$ cat src/design/knp_pkg.sv
`default_nettype none

package knp_pkg;

    localparam int DIM_MAX    = 4;
    localparam int K_MAX      = 16;
    localparam int COORD_BITS = 16;

    localparam int NUM_COORD  = 4;
    localparam int FIELD_W    = 16;
    localparam int IDX_W      = 16;
    localparam int DIST_W     = 2 * COORD_BITS + $clog2(DIM_MAX);
    localparam int SQ_W       = 2 * COORD_BITS;
    localparam int K_W        = $clog2(K_MAX + 1);
    localparam int DIMS_W     = 3;
    localparam int KREG_W     = 5;
    localparam int CFG_IDX_W  = 3;
    localparam int CFG_DATA_W = 16;

    typedef logic signed [COORD_BITS-1:0] t_coord;
    typedef t_coord [NUM_COORD-1:0] t_coords;

    // one kept neighbor, as held by a cell of the chain
    typedef struct packed {
        logic              valid;
        logic [DIST_W-1:0] sq_dist;
        logic [IDX_W-1:0]  idx;
        t_coords           coords;
    } t_entry;

    // a point with its distance, on its way into the chain
    typedef struct packed {
        logic   last;
        t_entry entry;
    } t_item;

    typedef struct packed {
        logic insert;
        logic drain;
    } t_cell_ctl;

    typedef enum logic [CFG_IDX_W-1:0] {
        REG_QUERY_X0   = 3'd0,
        REG_QUERY_X1   = 3'd1,
        REG_QUERY_X2   = 3'd2,
        REG_QUERY_X3   = 3'd3,
        REG_DIMS_USED  = 3'd4,
        REG_NEIGHBOURS = 3'd5
    } t_cfg_reg;

    // order by distance, then by point index; equal keys count as "before"
    function automatic logic key_le(
        input logic [DIST_W-1:0] da,
        input logic [IDX_W-1:0]  ia,
        input logic [DIST_W-1:0] db,
        input logic [IDX_W-1:0]  ib
    );
        key_le = (da < db) || ((da == db) && (ia <= ib));
    endfunction

endpackage

`default_nettype wire

$ cat src/design/knp_dist.sv
`default_nettype none

module knp_dist
    import knp_pkg::*;
(
    input  wire logic                 i_clk,
    input  wire logic                 i_rst_n,
    input  wire logic                 i_fire,
    input  wire t_coords              i_coords,
    input  wire logic [IDX_W-1:0]     i_idx,
    input  wire logic                 i_last,
    input  wire t_coords              i_query,
    input  wire logic [NUM_COORD-1:0] i_dim_en,
    output t_item                     o_item,
    output logic                      o_last_pending
);

    logic [COORD_BITS:0]   w_diff [NUM_COORD];
    logic [COORD_BITS-1:0] w_mag  [NUM_COORD];
    logic [SQ_W-1:0]       n_sq   [NUM_COORD];
    logic [DIST_W-1:0]     n_sum;

    logic                  r_a_valid;
    logic                  r_a_last;
    logic [IDX_W-1:0]      r_a_idx;
    t_coords               r_a_coords;
    logic [SQ_W-1:0]       r_sq   [NUM_COORD];
    t_item                 r_b;

    // stage A: per-dimension difference magnitude and square
    always_comb begin
        for (int j = 0; j < NUM_COORD; j++) begin
            w_diff[j] = {i_coords[j][COORD_BITS-1], i_coords[j]}
                      - {i_query[j][COORD_BITS-1], i_query[j]};
            w_mag[j]  = w_diff[j][COORD_BITS] ? COORD_BITS'(-w_diff[j])
                                              : w_diff[j][COORD_BITS-1:0];
            n_sq[j]   = i_dim_en[j] ? SQ_W'(w_mag[j]) * SQ_W'(w_mag[j]) : '0;
        end
    end

    // stage B: add the squares
    always_comb begin
        n_sum = '0;
        for (int j = 0; j < NUM_COORD; j++) begin
            n_sum = n_sum + DIST_W'(r_sq[j]);
        end
    end

    always_ff @(posedge i_clk) begin
        if (!i_rst_n) begin
            r_a_valid       <= 1'b0;
            r_b.entry.valid <= 1'b0;
        end else begin
            r_a_valid       <= i_fire;
            r_b.entry.valid <= r_a_valid;
        end
        r_a_last          <= i_last;
        r_a_idx           <= i_idx;
        r_a_coords        <= i_coords;
        r_sq              <= n_sq;
        r_b.last          <= r_a_last;
        r_b.entry.sq_dist <= n_sum;
        r_b.entry.idx     <= r_a_idx;
        r_b.entry.coords  <= r_a_coords;
    end

    assign o_item         = r_b;
    assign o_last_pending = (r_a_valid && r_a_last) || (r_b.entry.valid && r_b.last);

endmodule

`default_nettype wire

$ cat config.mk
export PLATFORM = sky130hd
export DESIGN_NAME = knp_dist
export DESIGN_NICKNAME = d
export VERILOG_FILES = /design/src/design/knp_pkg.sv /design/src/design/knp_dist.sv
export SDC_FILE = /design/constraint.sdc
export NUM_CORES = 2
export LEC_CHECK = 0
export BUFFER_PORTS_ARGS = -buffer_cell sky130_fd_sc_hd__buf_2
export CORE_MARGIN = 3
export CORE_UTILIZATION = 45
export CTS_BUF_LIST = sky130_fd_sc_hd__clkbuf_8
export DETAILED_ROUTE_END_ITERATION = 8
export PLACE_DENSITY = 0.69
export REMOVE_ABC_BUFFERS = 1
export SYNTH_ARGS = -nofsm -noshare
export SYNTH_HDL_FRONTEND = slang
export SYNTH_SLANG_ARGS = --single-unit
$ cat constraint.sdc
create_clock -name i_clk -period 18.9 [get_ports i_clk]
set_input_delay 3.78 -clock i_clk [delete_from_list [all_inputs] [get_ports i_clk]]
set_output_delay 3.78 -clock i_clk [all_outputs]
set_load 0.05 [all_outputs]
; Yosys cells after proc, flatten, opt, wreduce, memory -nomap -nowiden
; Index checks and enable logic that the tools add are counted.
[word_totals]
output_inout_bits = 117
regBits = 326
elab_cells = 41
[op_classes]
multipliers = 4
n_reduce_logical = 3
addsub = 11
mux = 4
[op_table]
columns = op, count
row1 = $mul A16 B16 Y32, 4
row2 = $sub A16 B16 Y17, 4
row3 = $mux W16, 4
row4 = $neg A16 Y16, 4
row5 = $add A33 B32 Y34, 1
row6 = $add A34 B32 Y34, 1
row7 = $add A32 B32 Y33, 1
row8 = $logic_and A1 B1 Y1, 2
row9 = $logic_or A1 B1 Y1, 1

; Longest topological paths before layout
[depth]
depth_word = 4
ltp_mapped = 41
ltp_nobuf = 39

; Worst setup path after synthesis
; No wires, ideal clock.
[synth_timing]
kind = input -> register
start = input port i_coords[48] (netlist bit)
end = register r_sq[28] (netlist bit)
setup_time_ps = 115
arrival_time_ps = 12383
n_path_buf = 1
slack_ps = 6402
path_stages = 36
required_ps = 18785
path_cell_list = inv_1 -> ha_1 -> fa_1 -> nand2b_1 -> a21oi_1 -> o2111ai_1 -> a21o_1 -> o211a_1 -> a21oi_1 -> buf_2 -> a21oi_1 -> xor2_1 -> clkinv_1 -> nor2_1 -> fa_1 -> fa_1 -> inv_1 -> fa_1 -> inv_1 -> fa_1 -> fa_1 -> inv_1 -> fa_1 -> inv_1 -> ha_1 -> a21o_1 -> a21o_1 -> a21o_1 -> a21oi_1 -> nor3b_1 -> nand3_1 -> a2111o_1 -> a31o_2 -> a21oi_1 -> xnor2_1 -> and2_1
[synth_via]
elab_chain_cells = 4
[synth_lines]
columns = item, line
row1 = start: declaration, knp_dist.sv:9  ; input wire t_coords i_coords,
row2 = $sub A16 B16 Y17 *, knp_dist.sv:34  ; - {i_query[j][COORD_BITS-1], i_query[j]};
row3 = $neg A16 Y16, knp_dist.sv:35  ; w_mag[j] = w_diff[j][COORD_BITS] ? COORD_BITS'(-w_diff[j])
row4 = $mux W16 *, knp_dist.sv:35
row5 = $mul A16 B16 Y32 *, knp_dist.sv:37  ; n_sq[j] = i_dim_en[j] ? SQ_W'(w_mag[j]) * SQ_W'(w_mag[j]) : '0;
row6 = end signal: assignment, knp_dist.sv:60  ; r_sq <= n_sq;
row7 = end: declaration, knp_dist.sv:27  ; logic [SQ_W-1:0] r_sq [NUM_COORD];
; Mark *: on every way between the ends. The rest lies on a longest branch, timed or not.
; A chain may end at the register's enable or synchronous reset.

; Worst setup path after layout
[layout_timing]
start = input port i_coords[0] (netlist bit)
end = register r_sq[127] (netlist bit)
; Same word-level chain as after synthesis.

==> qor.txt <==
Synth area leader - fa_1
Hold-fix buffers at CTS - 0
CP Max Fanout - 11
Post-Syn Instances - 4634
Core area - 93500 µm²
Clock Latency Late Sink - 760 ps
Die H - 313 µm
Commonest non-fill, non-tap cells in the layout - 1077 x inv_1, 715 x fa_1, 488 x ha_1
H-tree Lvls - 2
Initial antenna violation count - 6
Netlist Area Pre-Place - 42500 µm²
Max-slew headroom - 0.252
NumNets Final - 6295
Yosys top cell area share - 0.337
# port buffers - 268
Vias in the first global route - 33085
# IOs - 269
Outcome - completed
Syn Area/Cell - 9.17 µm²
Critical Path Start Type - input port
Setup TNS - 0 ps
Max stage delay on crit path - 810 ps
Tcrit/Tclk final - 0.687
RSZ-0062 raised after global routing - no
Gpl congestion - 0.904
Post-synth EDFFs - 0
GR Overflow Total - 0
Area grow syn2layout - 10.2%
Met1 Usage GRT - 0.269
Unique masters post-synth - 79
FFs w/ async S/R, synth - 0
Min Tclk post-route - 12980 ps
Crit path top cell by count - fa_1
Register area share after synthesis - 0.152
PostCTS Resize Cnt - 0
Final Util - 0.501
FMAX - 77.1 MHz
Reg2reg start - r_sq[2]
WL/cell - 15.8 µm
Slew at the pin closest to its max-slew limit - 1110 ps
Starting Density - 0.455
DRC - 0
Die area - 98200 µm²
GR Layer Usage met2 - 0.356
Layout cells sized above 1 - 0.0908
Hold wc startpoint - r_a_coords[63]
Die Width - 313 µm
Pins Over Slew Limit - 0
WS Path Type - input port to flip-flop
Clock Tree Root - clkbuf_8
DR vias - 31462
Synth warn - 0
Worst Path Required - 19610 ps
CTS max path bufs - 3
Initial DRC count - 1493
Crit path arrival time - 13680 ps
Yosys reg bits - 322
Total CTS buffers - 59
Overall routing resource usage - 0.208
Final hold violation count - 0
DRT Pass-1 Iters - 5
DR vias/cell - 5.04
Pin count of the biggest net entering global routing - 38
Worst Skew - 47.2 ps
# rows - 112
Slowest cell on crit path - xnor2_1
Setup Buffers After CTS - 0
Max-Cap Viols - 0
Endpoint type of the worst setup path - flip-flop
Antenna Violating Nets Remaining - 0
Main flop type after synthesis - dfxtp_1
M3 GR Usage - 0.0298
Detail Placement HPWL - 83000 µm
HP Class - flip-flop to flip-flop
Clk sinks - 322
CP startpoint - i_coords[0]
GRT busiest layer - met2
Most common cell after layout, fill and taps aside - inv_1
Final setup viols - 0
First-pass GRT wire length - 165000 µm
CTS clk-pin slew, worst paths - 80 ps
Area contributors post-synth - fa_1 34%, dfxtp_1 15%, ha_1 14%, inv_1 9.4%, nor2_1 3.4%
CTS tree - yes
Final WL - 98900 µm
-- cell usage after synthesis, drive strengths merged (31+ instances only) --
master,count
nor3,60
nand3,41
nand2,312
nand2b,50
o21bai,39
xnor2,161
inv,1069
and2,86
fa,715
and3,31
xor2,84
a21oi,168
ha,488
o21ai,93
nor2,386
clkbuf,64
a21o,113
dfxtp,322
-- logic make-up after synthesis --
| kind of cell | synth area share |
|---|---|
| AOI/OAI and AO/OA | 0.0932 |
| xor gates and xnor gates | 0.0512 |
| DFF | 0.152 |
| and+or+nand+nor | 0.119 |
| muxes | 0.00174 |
| other | 0.000177 |
| adders and majority gates | 0.480 |
| buffers and inverters | 0.102 |
-- stage by stage --
stage	worst slack [ps]	std cells	area (µm²)	hold slack (ps)
finish	5920	6246	46800	324
global route	5250	6245	46800	330
CTS	6100	6241	46800	325
detailed placement	5260	6133	45500	312
global placement	5340	6133	45500	310
floorplan	6250	4566	42200	310
-- layer usage --
metal  wire (µm)  vias up
met2       48500      754
li1            -    15027
met4        3380        4
met5          27        -
met3        5150      188
met1       41900    15489
-- flip-flops by register name, summed over array words and instances (netlist names) --
signal	count
r_a_idx	16
r_a_valid	1
r_sq	124
r_a_coords	64
r_a_last	1
o_item	116
-- critical path, delay by kind of cell --
family                     cells  cell delay [ps]
xor gates and xnor gates       1              810
and+or+nand+nor                7             1580
adders and majority gates      9             3630
buffers and inverters          9             1270
AOI/OAI and AO/OA             12             2580
-- final timing paths --
| path | cells after the start | to | slack (ps) |
|---|---|---|---|
| worst max-delay path | 38 | r_sq[127] | 5920 |
| worst min-delay path | 0 | o_item[63] | 320 |
| worst max register to register | 17 | o_item[113] | 14000 |
| worst min register to register | 0 | o_item[63] | 320 |
-- cell type report --
cell class	instances	area, µm²
multi-input combinational	3154	31700
fill	8783	46600
tap	1254	1570
sequential	322	6450
antenna	5	12.5
timing repair buffer	313	1680
clock buffer	68	936
inverter	1090	4090
clock inverter	40	382
Power is left out: the tool's default activity adds up to more than one toggle a clock period on the data nets, which glitch-free logic cannot reach.
