**config.mk**
```make
export PLATFORM = sky130hd
export DESIGN_NAME = knp_cell
export DESIGN_NICKNAME = d
export VERILOG_FILES = /design/src/design/knp_pkg.sv /design/src/design/knp_cell.sv
export SDC_FILE = /design/constraint.sdc
export NUM_CORES = 1
export LEC_CHECK = 0
export ABC_AREA = 1
export BUFFER_PORTS_ARGS = -buffer_cell sky130_fd_sc_hd__buf_2
export CORE_AREA = 5 5 179 181
export CTS_BUF_LIST = sky130_fd_sc_hd__clkbuf_8 sky130_fd_sc_hd__clkbuf_16
export CTS_CLUSTER_SIZE = 28
export DETAILED_ROUTE_END_ITERATION = 8
export DIE_AREA = 0 0 184 186
export GPL_ROUTABILITY_DRIVEN = 0
export PLACE_DENSITY_LB_ADDON = 0.12
export SETUP_SLACK_MARGIN = 0.15
export SLEW_MARGIN = 10
export SYNTH_ARGS = -nofsm -noshare
export SYNTH_HDL_FRONTEND = slang
export SYNTH_SLANG_ARGS = --single-unit
export TNS_END_PERCENT = 100
```
**constraint.sdc**
```tcl
create_clock -name i_clk -period 11.4 [get_ports i_clk]
set_input_delay 2.28 -clock i_clk [delete_from_list [all_inputs] [get_ports i_clk]]
set_output_delay 2.28 -clock i_clk [all_outputs]
set_load 0.01 [all_outputs]
```
**src/design/knp_pkg.sv**
```systemverilog
`default_nettype none

package knp_pkg;

    localparam int DIM_MAX    = 4;
    localparam int K_MAX      = 16;
    localparam int COORD_BITS = 16;

    localparam int NUM_COORD  = 4;
    localparam int FIELD_W    = 16;
    localparam int IDX_W      = 16;
    localparam int DIST_W     = 2 * COORD_BITS + $clog2(DIM_MAX);
    localparam int SQ_W       = 2 * COORD_BITS;
    localparam int K_W        = $clog2(K_MAX + 1);
    localparam int DIMS_W     = 3;
    localparam int KREG_W     = 5;
    localparam int CFG_IDX_W  = 3;
    localparam int CFG_DATA_W = 16;

    typedef logic signed [COORD_BITS-1:0] t_coord;
    typedef t_coord [NUM_COORD-1:0] t_coords;

    // one kept neighbor, as held by a cell of the chain
    typedef struct packed {
        logic              valid;
        logic [DIST_W-1:0] sq_dist;
        logic [IDX_W-1:0]  idx;
        t_coords           coords;
    } t_entry;

    // a point with its distance, on its way into the chain
    typedef struct packed {
        logic   last;
        t_entry entry;
    } t_item;

    typedef struct packed {
        logic insert;
        logic drain;
    } t_cell_ctl;

    typedef enum logic [CFG_IDX_W-1:0] {
        REG_QUERY_X0   = 3'd0,
        REG_QUERY_X1   = 3'd1,
        REG_QUERY_X2   = 3'd2,
        REG_QUERY_X3   = 3'd3,
        REG_DIMS_USED  = 3'd4,
        REG_NEIGHBOURS = 3'd5
    } t_cfg_reg;

    // order by distance, then by point index; equal keys count as "before"
    function automatic logic key_le(
        input logic [DIST_W-1:0] da,
        input logic [IDX_W-1:0]  ia,
        input logic [DIST_W-1:0] db,
        input logic [IDX_W-1:0]  ib
    );
        key_le = (da < db) || ((da == db) && (ia <= ib));
    endfunction

endpackage

`default_nettype wire

```
**src/design/knp_cell.sv**
```systemverilog
`default_nettype none

module knp_cell
    import knp_pkg::*;
(
    input  wire logic      i_clk,
    input  wire logic      i_rst_n,
    input  wire t_cell_ctl i_ctl,
    input  wire logic      i_in_k,
    input  wire t_entry    i_new,
    input  wire t_entry    i_left,
    input  wire logic      i_left_le,
    input  wire t_entry    i_right,
    output t_entry         o_entry,
    output logic           o_le
);

    t_entry r_entry;
    t_entry n_entry;
    logic   w_eff;

    assign w_eff = r_entry.valid && i_in_k;
    assign o_le  = w_eff && key_le(r_entry.sq_dist, r_entry.idx, i_new.sq_dist, i_new.idx);

    always_comb begin
        n_entry = r_entry;
        priority if (i_ctl.drain) begin
            n_entry = i_right;
        end else if (i_ctl.insert) begin
            priority if (o_le) begin
                n_entry = r_entry;
            end else if (i_left_le) begin
                n_entry       = i_new;
                n_entry.valid = i_in_k;
            end else begin
                n_entry       = i_left;
                n_entry.valid = i_left.valid && i_in_k;
            end
        end else begin
            n_entry = r_entry;
        end
    end

    always_ff @(posedge i_clk) begin
        if (!i_rst_n) begin
            r_entry.valid <= 1'b0;
        end else begin
            r_entry.valid <= n_entry.valid;
        end
        r_entry.sq_dist <= n_entry.sq_dist;
        r_entry.idx     <= n_entry.idx;
        r_entry.coords  <= n_entry.coords;
    end

    assign o_entry = r_entry;

endmodule

`default_nettype wire

```
# Yosys cells after proc, flatten, opt, wreduce, memory -nomap -nowiden
# Cells that the tools add are included.
dict set report totals {
  regBits 115
  inputBits 351
  out_inout_bits 116
  elab_cells 22
}
dict set report op_classes {
  n_reduce_logical 7
  order_cmp 2
  eq_ne 2
  mux 4
}
# cell n
set op_table {}
lappend op_table {{115-bit 2-to-1 mux} 4}
lappend op_table {{34-bit equality test} 1}
lappend op_table {{34-bit < comparator} 1}
lappend op_table {{16-bit less-or-equal comparator} 1}
lappend op_table {{1-bit logical AND} 4}
lappend op_table {{2-bit != test, second input constant} 1}
lappend op_table {{2-bit AND reduction} 1}
lappend op_table {{2-bit nonzero test} 1}
lappend op_table {{1-bit logical OR} 1}

# Depth between registers and ports, before layout
# Gate-level depths: netlist of run 1.
dict set report logic_depth {
  ltp_word 7
  mapped_depth 19
  ltp_nobuf 19
}

# Least setup slack after synthesis of run 1
# OpenSTA, ideal clock, no wires.
dict set report synth_timing {
  kind {input to register}
  from {input i_new[111] (netlist name)}
  to {register r_entry, in the netlist o_entry[0], enable pin}
  slack_ns 5.341
  stages 14
  t_arrival_ns 5.591
  setup_ns 0.467
  cell_sequence {inv_1 > ha_1 > nand2_1 > nor2_2 > inv_2 > nor2_2 > nand3b_1 > nor2_1 > nor2_1 > nand2_2 > nand2_2 > nand3_2 > nand2_2 > inv_1}
}
dict set report synth_via {
  elab_chain_len 6
  word_cells_on_any_way 7
  cone_classes {order compare: 1; eq/ne: 2; reduce/logical: 4}
}
# element line_no
set synth_rtl {}
lappend synth_rtl {{start, declared} knp_cell.sv:10} ;# input wire t_entry i_new,
lappend synth_rtl {{branches (longest 2 deep; another with 34-bit < comparator)} --}
lappend synth_rtl {{1-bit logical OR (*)} knp_pkg.sv:58} ;# key_le = (da < db) || ((da == db) && (ia <= ib));
lappend synth_rtl {{1-bit logical AND (*)} knp_cell.sv:23} ;# assign o_le = w_eff && key_le(r_entry.sq_dist, r_entry.idx, i_new.sq_dist, i_new.idx);
lappend synth_rtl {{2-bit != test (no source line) (*)} --}
lappend synth_rtl {{2-bit AND reduction (no source line) (*)} --}
lappend synth_rtl {{end, declared} knp_cell.sv:18} ;# t_entry r_entry;
# Every way passes the cells marked *.
# A chain may end at the register's enable or synchronous reset.

# Worst setup path after layout of run 1
dict set report layout_timing {
  from {input i_new[105] (netlist name)}
  to {output o_le}
}
dict set report layout_via {
  elab_chain_len 4
  word_cells_on_any_way 5
  cone_classes {order compare: 1; eq/ne: 1; reduce/logical: 3}
}
# element line_no
set layout_rtl {}
lappend layout_rtl {{branches (longest 2 deep; another with 34-bit < comparator)} --}
lappend layout_rtl {{1-bit logical OR (*)} knp_pkg.sv:58}
lappend layout_rtl {{1-bit logical AND (*)} knp_cell.sv:23}
lappend layout_rtl {{end, declared} knp_cell.sv:15} ;# output logic o_le
# Marks and branches as above.

==> results.json, run 1 <==
{
  "path_cells": "buf_2, inv_1, ha_1, nand2_1, nor2_2, nand2_1, nor2_1, nand4_1, nor2_1, nand2_1, a21oi_1, buf_2",
  "final_cell_mix": "buf_2, nand2_1, a21oi_1, edfxtp_1, nor2_1",
  "cts_setup_buffers": 0,
  "finalWirelength_um": 30100,
  "grt_pass1_wl_um": 42800,
  "clkTransAtPathRegs_ps": 60,
  "fillCellCount": 3336,
  "period_needed_ps": 6120,
  "switching_share_pct": 30.7,
  "gr-total-overflow": 0,
  "cts_hold_buf": 0,
  "cpPeakStageDelay_ps": 290,
  "arrival_ps": 3840,
  "cp-startpoint": "i_new[105]",
  "ys.warnings.count": 0,
  "reg2reg_slack_ps": 7900,
  "crit_slowest_cell": "ha_1",
  "seqPwrFrac_pct": 39.0,
  "synth_top_family_by_area": "simple AND/OR/NAND/NOR gates",
  "grt_max_degree": 100,
  "worst_pin_slew_ps": 1050,
  "power_density_mw_per_mm2": 132,
  "r2r-start": "o_entry[113]",
  "ys.flop_type": "edfxtp_1",
  "h-tree-depth": 4,
  "p_switching_uw": 420,
  "p_int_uw": 949,
  "drive_above_1_share_pct": 39.1,
  "core_area_sq_mm": 0.0303,
  "post-route-period-util_pct": 53.7,
  "grt_use_total_pct": 16.4,
  "hp-start": "o_entry[114]",
  "ant_nets": 0,
  "portBuffers": 465,
  "synthCells": 873,
  "dr.first_iter.drc_count": 312,
  "synth_edf_count": 114,
  "synthDistinctLibCells": 22,
  "setup_viol": 0,
  "num_vias": 7478,
  "p_leak_uw": 0.00513,
  "ctsResizeCount": 0,
  "synthSimpleGateAreaFrac_pct": 18.3,
  "async_reset_ff_share_pct": 0,
  "synth_nets": 1274,
  "rsz0062_at_grt": "no",
  "synth-compound-area-share_pct": 18.1,
  "syn_area_per_cell_sq_um": 8.16,
  "slew-limit-headroom_pct": 29.7,
  "path_class": "in -> out",
  "status": "finished, final reports clean",
  "ioPinCount": 467,
  "cts_tree": "built",
  "synthAdderAreaFrac_pct": 8.78,
  "combPwrFrac_pct": 21.5,
  "holdPathStages": 4,
  "die_w_um": 184,
  "hp-class": "reg -> reg",
  "report.final.hold_viol_count": 0,
  "row_count": 64,
  "vdd_drop_max_v": 0.0000868,
  "cp-end-kind": "output port",
  "ys_ff_latch": 115,
  "drc_errors": 0,
  "layout.nets": 1714,
  "syn_area_sq_mm": 0.00712,
  "pwr-share-clk_pct": 39.5,
  "fmax_mhz": 163,
  "path_max_fanout": 3,
  "first_pass_iters": 4,
  "final_common_cell": "buf_2",
  "root_buffer": "clkbuf_16",
  "clock_path_buffers": 2,
  "viasPerCell": 4.34,
  "wl_per_cell_um": 17.4,
  "hold_path_end": "o_entry[114]",
  "clkLatencyLatePin_ps": 420,
  "die_height_um": 186,
  "r2r_cells": 14,
  "max_cap_violations": 0,
  "slew_violations": 0,
  "largest_reg_flops": 115,
  "antenna_found_initial": 9,
  "fin_util_pct": 34.3,
  "finalSetupTns_ps": 0,
  "syn_to_final_growth_pct": 45.8,
  "start_util_pct": 23.5,
  "post-dp-hpwl_um": 23100,
  "critPathLaunchType": "input port",
  "worst-path-buf-inv": 3,
  "synthMuxAreaShare_pct": 0,
  "skew_ps": 14.8,
  "cts-buffers-inserted": 17,
  "fp.dieArea_sq_mm": 0.0342,
  "yosysSeqAreaShare_pct": 48.3,
  "worst_path_dominant_cell_family": "simple AND/OR/NAND/NOR gates",
  "crit_top_cell": "nand2_1",
  "r2r-end": "o_entry[61]",
  "grt_pass1_vias": 7281,
  "worstPathRequired_ps": 9120,
  "cts.sinks": 115,
  "synth-xor-area-share_pct": 0
}
## cell families (layout without fill, tap and decap cells)
logic type / Yosys count / after routing
AO/OA/AOI/OAI: 256 / 256
adder cells (fa/ha/maj): 50 / 50
buffers and inverters: 122 / 575
flip-flops: 115 / 115
other: 0 / 3
AND/OR/NAND/NOR: 330 / 330
## worst reg2reg max path: cells and delay by family (launching register included)
kind / cells / cell delay [ps]
buffers and inverters: 3 / 1420
adders and majority gates: 1 / 340
and+or+nand+nor: 10 / 920
DFF: 1 / 400
## how the worst max path moves through the flow
| stage | end | cells past startpoint |
|---|---|---|
| detailed placement | o_le | 12 |
| finish | o_le | 12 |
| floorplan | o_entry[0] | 14 |
| global route | o_le | 12 |
| CTS | o_le | 12 |
| global placement | o_le | 12 |
## through the flow
step	std cells	worst slack (ps)	power [uW]	hold WS (ps)	instance area, sq um
2_1_floorplan	873	5340	691	564	7120
5_1_grt	1724	5050	1450	615	10400
3_5_place_dp	1690	5230	844	552	9800
6_report	1725	5280	1370	557	10400
3_3_place_gp	1690	5270	842	543	9800
4_1_cts	1722	5220	1400	562	10400
## cell usage after synthesis (all sizes together) (2+ instances only)
cell    count  share of area, %
a21o        3              0.32
a21oi     184                13
buf        14              0.84
clkbuf     35               1.8
edfxtp    114                48
ha         50               8.8
inv        73               3.8
nand2     212                11
nand3       7              0.63
nand4       3              0.26
nor2      104               5.7
o21ai      69               4.8
or2         2              0.18
## power groups by stage
stage | clock network [uW] | registers, uW | logic [uW]
finish | 541 | 533 | 294
global route | 579 | 538 | 332
CTS | 559 | 534 | 302
detailed placement | 0 | 543 | 301
global placement | 0 | 542 | 301
floorplan | 0 | 568 | 123
## area by class of cell
cell class | instances | area [sq um] | area share (%)
clock buffer | 17 | 425 | 4.10
tap | 396 | 495 | 4.77
clock inverter | 15 | 150 | 1.45
timing repair buffer | 470 | 2370 | 22.8
antenna | 3 | 7.51 | 0.0723
inverter | 73 | 278 | 2.68
sequential | 115 | 3440 | 33.2
multi-input combinational | 636 | 3210 | 31.0
## metal layers
metal  track usage (%)  vias up  routed length (um)
li1                  -     3842                   -
met1              19.2     3315               11900
met2              29.0      270               15200
met3              5.51       37                2410
met4              4.29       14                 405
met5                 0        -                  96
Note: power is estimated with default switching activity, not from simulation.
==> run 2: changes to the inputs <==
--- a/config.mk
+++ b/config.mk
@@ -5,7 +5,7 @@
 export SDC_FILE = /design/constraint.sdc
 export NUM_CORES = 1
 export LEC_CHECK = 0
-export ABC_AREA = 1
+export ABC_AREA = 0
 export BUFFER_PORTS_ARGS = -buffer_cell sky130_fd_sc_hd__buf_2
 export CORE_AREA = 5 5 179 181
 export CTS_BUF_LIST = sky130_fd_sc_hd__clkbuf_8 sky130_fd_sc_hd__clkbuf_16
==> constraint.sdc (replaced) <==
create_clock -name i_clk -period 6.4 [get_ports i_clk]
set_input_delay 1.28 -clock i_clk [delete_from_list [all_inputs] [get_ports i_clk]]
set_output_delay 1.28 -clock i_clk [all_outputs]
set_load 0.01 [all_outputs]
==> run 2 against run 1 <==
  * Global-route usage down 1.4 points
  * Clock skew is 6.3 ps lower
  * Critical endpoint unchanged
  * Critical path depth decreased by 2
  * Power is 79% higher
  * Highest routed layer unchanged
  * Largest cell class unchanged
  * Clock-buffer cell count unchanged
  * Final cell count down 11%
  * Hold slack improved by 120 ps
  * First-iteration DRC count shrank 13%
  * Largest power group unchanged
  * Non-clock buffer count is 1 lower
==> results.json, run 2 <==
{
  "syn_area_sq_mm": 0.00709,
  "arrival_ps": 3460,
  "hp-class": "reg -> reg",
  "num_vias": 6530,
  "synth_largest_area_cell": "edfxtp_1",
  "period_needed_ps": 4740,
  "row_count": 64,
  "post-route-period-util_pct": 74.0,
  "r2r-start": "o_entry[78]",
  "synthCells": 683,
  "ys.warnings.count": 0,
  "yosysSeqAreaShare_pct": 48.6,
  "timing.hold.ws_ps": 676,
  "portBuffers": 465,
  "ant_nets": 0,
  "gr-total-overflow": 0,
  "ys.flop_type": "edfxtp_1",
  "grt_pass1_wl_um": 38900,
  "layout.nets": 1534,
  "cp-startpoint": "i_new[99]",
  "cts-buffers-inserted": 17,
  "synth_area_leaders": "edfxtp_1, mux2i_1, ha_1",
  "hp-start": "o_entry[114]",
  "slew-limit-headroom_pct": 38.2,
  "syn_to_final_growth_pct": 47.0,
  "drc_errors": 0,
  "syn_area_per_cell_sq_um": 10.4,
  "first_pass_iters": 4,
  "dr.first_iter.drc_count": 270,
  "fp.dieArea_sq_mm": 0.0342,
  "place_inst": 1510,
  "wl_per_cell_um": 17.3,
  "final_common_cell": "buf_2",
  "final_cell_count_no_fill": 1543,
  "grt_max_degree": 142,
  "max_cap_violations": 0,
  "start_util_pct": 23.4,
  "cp-end-kind": "output port",
  "ioPinCount": 467,
  "ctsResizeCount": 0,
  "finalWirelength_um": 26700,
  "finalSetupTns_ps": 0,
  "cts_hold_buf": 0,
  "path_class": "in -> out",
  "rsz0062_at_grt": "no",
  "r2r-end": "o_entry[64]",
  "setup_viol": 0,
  "power_density_mw_per_mm2": 234,
  "skew_ps": 8.57,
  "synth_nets": 1084,
  "place_ws_ps": 1600,
  "die_height_um": 186,
  "antenna_found_initial": 3,
  "clkLatencyLatePin_ps": 420,
  "clock_path_buffers": 2,
  "hold_path_end": "o_entry[114]",
  "report.final.hold_viol_count": 0,
  "worstPathRequired_ps": 5120,
  "critPathLaunchType": "input port",
  "synthDistinctLibCells": 36,
  "synth_edf_count": 114,
  "synth_top_area_share_pct": 48.3,
  "p_leak_uw": 0.00527,
  "grt_use_total_pct": 15.0,
  "largest_reg_flops": 115,
  "status": "finished, final reports clean",
  "drive_above_1_share_pct": 43.6,
  "fmax_mhz": 211,
  "core_area_sq_mm": 0.0303,
  "h-tree-depth": 4,
  "synth_common_cells": "nand2_1, o21ai_0, edfxtp_1, mux2i_1, inv_1",
  "holdPathStages": 3,
  "cts_setup_buffers": 0,
  "design_area_sq_mm": 0.0104,
  "final_cell_mix": "buf_2, nand2_1, o21ai_0, mux2i_1, edfxtp_1",
  "path_max_fanout": 3,
  "root_buffer": "clkbuf_16",
  "r2r_cells": 8,
  "post-dp-hpwl_um": 21900,
  "worst_pin_slew_ps": 927,
  "reg2reg_slack_ps": 3020,
  "viasPerCell": 4.23,
  "cts_tree": "built",
  "ys_ff_latch": 115,
  "slew_violations": 0,
  "yosysMostFrequentCell": "nand2_1",
  "async_reset_ff_share_pct": 0,
  "detailed_place.area_sq_mm": 0.00982,
  "cts.sinks": 115,
  "fin_ws_ps": 1660,
  "grt_pass1_vias": 6747,
  "die_w_um": 184,
  "vdd_drop_max_v": 0.000171,
  "clkTransAtPathRegs_ps": 60
}
run 2: changes by cell type after synthesis, sizes merged, moves of 3 or more:
| cell | previous run | this run |
|---|---|---|
| a21oi | 184 | 18 |
| mux2i | 0 | 114 |
| nor2 | 104 | 5 |
| nand2 | 212 | 129 |
| o21ai | 69 | 121 |
| inv | 73 | 52 |
| clkbuf | 35 | 27 |
| nand4 | 3 | 7 |
| nor4 | 0 | 4 |
| a221o | 0 | 3 |
| buf | 14 | 11 |
run 2: layout make-up:
cell class | count | area (sq um)
Tap cell | 396 | 495
Timing Repair Buffer | 469 | 2380
Inverter | 52 | 195
Clock inverter | 15 | 171
Fill cell | 3230 | 19800
Multi-Input combinational cell | 478 | 3310
Clock buffer | 17 | 425
Antenna cell | 1 | 2.50
Sequential cell | 115 | 3440
run 2: cells by family after synthesis:
logic type               count (synthesis)  share of synthesized area (%)
AO/OA/AOI/OAI                          156                           11.9
adder cells (fa/ha/maj)                 50                           8.83
buffers and inverters                   90                           4.96
flip-flops                             115                           48.6
multiplexers                           114                           16.1
AND/OR/NAND/NOR                        158                           9.64
run 2: power by group:
part	internal [uW]	total (uW)	switching [uW]
Clock	640	993	354
Combinational	224	499	275
Sequential	924	951	27.0
Total	1790	2440	655
run 2: critical path, stage by stage:
cell	delay, ps
buf_2	110
inv_1	40
ha_1	290
a21o_1	160
a221o_1	330
a22oi_1	220
o2111ai_1	200
a211oi_1	520
or2_1	170
buf_2	140
run 2: stage by stage:
step	utilization, %	total power (uW)
after floorplan	-	1210
after detailed placement	32.5	1480
after CTS	34.4	2500
after global placement	32.5	1480
final	34.4	2440
after global routing	34.4	2580
run 2: per-layer routing:
metal  share of wire, %  GRT usage [%]
met5              0.049              0
met2                 51           27.0
met3                9.0           4.94
met1                 38           17.2
met4                1.3           3.93
run 2: how the worst max path moves through the flow:
stage / to / depth (start not counted)
2_1_floorplan: o_entry[0] / 8
3_3_place_gp: o_le / 10
3_5_place_dp: o_le / 10
4_1_cts: o_le / 10
5_1_grt: o_le / 10
6_report: o_le / 10
==> run 3: changes to the inputs <==
--- a/config.mk
+++ b/config.mk
@@ -5,13 +5,13 @@
 export SDC_FILE = /design/constraint.sdc
 export NUM_CORES = 1
 export LEC_CHECK = 0
-export ABC_AREA = 0
+export ABC_AREA = 1
 export BUFFER_PORTS_ARGS = -buffer_cell sky130_fd_sc_hd__buf_2
-export CORE_AREA = 5 5 179 181
+export CORE_AREA = 5 5 178 180
 export CTS_BUF_LIST = sky130_fd_sc_hd__clkbuf_8 sky130_fd_sc_hd__clkbuf_16
 export CTS_CLUSTER_SIZE = 28
 export DETAILED_ROUTE_END_ITERATION = 8
-export DIE_AREA = 0 0 184 186
+export DIE_AREA = 0 0 183 185
 export GPL_ROUTABILITY_DRIVEN = 0
 export PLACE_DENSITY_LB_ADDON = 0.12
 export SETUP_SLACK_MARGIN = 0.15
==> constraint.sdc (replaced) <==
create_clock -name i_clk -period 4.2 [get_ports i_clk]
set_input_delay 0.84 -clock i_clk [delete_from_list [all_inputs] [get_ports i_clk]]
set_output_delay 0.84 -clock i_clk [all_outputs]
set_load 0.01 [all_outputs]
==> run 3 against run 2 <==
  * First-iteration DRC count decreased by 3.3%
  * Global-route usage increased by 1.3 points
  * Hold slack got worse by 120 ps
  * Design area increased by 0.34%
  * Routed wire length increased by 10%
  * Clock power increased by 46%
  * Clock skew increased by 9.9 ps
  * Final cell count increased by 12%
  * Via count increased by 16%
  * Power increased by 52%
  * Critical path type unchanged
  * Critical endpoint unchanged
  * Largest cell class unchanged
  * Highest routed layer unchanged
==> results.json, run 3 (synthesis results as in run 1) <==
{
  "clkLatencyLatePin_ps": 420,
  "fp.dieArea_sq_mm": 0.0339,
  "hp-class": "reg -> reg",
  "row_count": 64,
  "cp-end-kind": "output port",
  "first_pass_iters": 5,
  "skew_ps": 18.5,
  "critPathLaunchType": "input port",
  "path_max_fanout": 3,
  "fmax_mhz": 307,
  "antenna_found_initial": 6,
  "portBuffers": 465,
  "wl_per_cell_um": 17.0,
  "viasPerCell": 4.38,
  "finalWirelength_um": 29500,
  "layout.nets": 1717,
  "arrival_ps": 2410,
  "p_leak_uw": 0.00516,
  "power_density_mw_per_mm2": 355,
  "num_vias": 7565,
  "drive_above_1_share_pct": 39.2,
  "slew-limit-headroom_pct": 46.8,
  "vdd_drop_max_v": 0.000236,
  "report.final.hold_viol_count": 0,
  "h-tree-depth": 4,
  "final_cell_mix": "buf_2, nand2_1, a21oi_1, edfxtp_1, nor2_1",
  "setup_viol": 0,
  "ant_nets": 0,
  "ctsResizeCount": 0,
  "drc_errors": 0,
  "fillCellCount": 3252,
  "die_w_um": 183,
  "post-route-period-util_pct": 77.4,
  "cts.sinks": 115,
  "rsz0062_at_grt": "no",
  "finalSetupTns_ps": 0,
  "grt_pass1_vias": 7529,
  "detailed_place.area_sq_mm": 0.00987,
  "path_class": "in -> out",
  "reg2reg_slack_ps": 1690,
  "grt_pass1_wl_um": 42500,
  "cts_tree": "built",
  "post-dp-hpwl_um": 22700,
  "start_util_pct": 23.7,
  "final_cell_count_no_fill": 1729,
  "gr-total-overflow": 0,
  "worstPathRequired_ps": 3360,
  "die_height_um": 185,
  "root_buffer": "clkbuf_16",
  "power.total_uw": 3710,
  "place_inst": 1693,
  "status": "finished, final reports clean",
  "cts_setup_buffers": 0,
  "dr.first_iter.drc_count": 261,
  "grt_use_total_pct": 16.3,
  "cts-buffers-inserted": 17,
  "syn_to_final_growth_pct": 46.8,
  "ioPinCount": 467,
  "clkTransAtPathRegs_ps": 60,
  "final_common_cell": "buf_2",
  "slew_violations": 0,
  "cts_hold_buf": 0,
  "largest_reg_flops": 115,
  "grt_max_degree": 83,
  "max_cap_violations": 0,
  "period_needed_ps": 3250,
  "clock_path_buffers": 2,
  "worst_pin_slew_ps": 798,
  "core_area_sq_mm": 0.0300,
  "design_area_sq_mm": 0.0105
}
[run 3: cell types whose count changed in the layout (fill, tap and decap cells not counted), moves of 6 or more]
cell | previous run | this run
a21oi_1 | 17 | 184
o21ai_0 | 121 | 69
inv_1 | 53 | 70
nor2_1 | 5 | 99
mux2i_1 | 114 | 0
nand2_1 | 129 | 207
clkinv_1 | 6 | 0
[run 3: power breakdown]
group | total (uW) | leakage (uW) | switching (uW) | internal [uW]
Sequential | 1450 | 0.00116 | 40.5 | 1410
Combinational | 805 | 0.00373 | 466 | 339
Clock | 1450 | 0.000277 | 623 | 832
Total | 3710 | 0.00516 | 1130 | 2580
[run 3: final cells by class]
class,instances,area [sq um],share of cell area (%)
Timing Repair Buffer,473,2440,23.4
Antenna cell,4,10.0,0.0957
Clock buffer,17,425,4.07
Sequential cell,115,3440,32.9
Multi-Input combinational cell,636,3210,30.7
Inverter,73,278,2.66
Clock inverter,15,149,1.42
Tap cell,396,495,4.74
[run 3: through the flow]
| stage | hold slack [ps] | util, % | worst slack, ps |
|---|---|---|---|
| 6_report | 554 | 34.8 | 948 |
| 5_1_grt | 589 | 34.8 | 858 |
| 4_1_cts | 556 | 34.8 | 936 |
| 3_5_place_dp | 544 | 32.9 | 950 |
| 3_3_place_gp | 539 | 32.9 | 979 |
| 2_1_floorplan | 564 | - | 175 |
[run 3: layer usage]
| layer | track usage, % | wire [um] |
|---|---|---|
| met5 | 0 | 25 |
| met4 | 4.59 | 511 |
| met3 | 4.75 | 2240 |
| met2 | 29.0 | 14900 |
| met1 | 19.3 | 11800 |
[run 3: worst paths after layout]
kind / from / end / cells after the start
worst max-delay path: i_new[105] / o_le / 12
worst min-delay path: o_entry[114] / o_entry[114] / 4
worst max register to register: o_entry[113] / o_entry[113] / 14
worst min register to register: o_entry[114] / o_entry[114] / 4
[run 3: worst max-delay path: stages]
cell and delay (ps):
buf_2 80, inv_1 50, ha_1 290, nand2_1 80
nor2_2 200, nand2_1 80, nor2_1 200, nand4_1 110
nor2_1 100, nand2_1 90, a21oi_1 130, buf_2 160
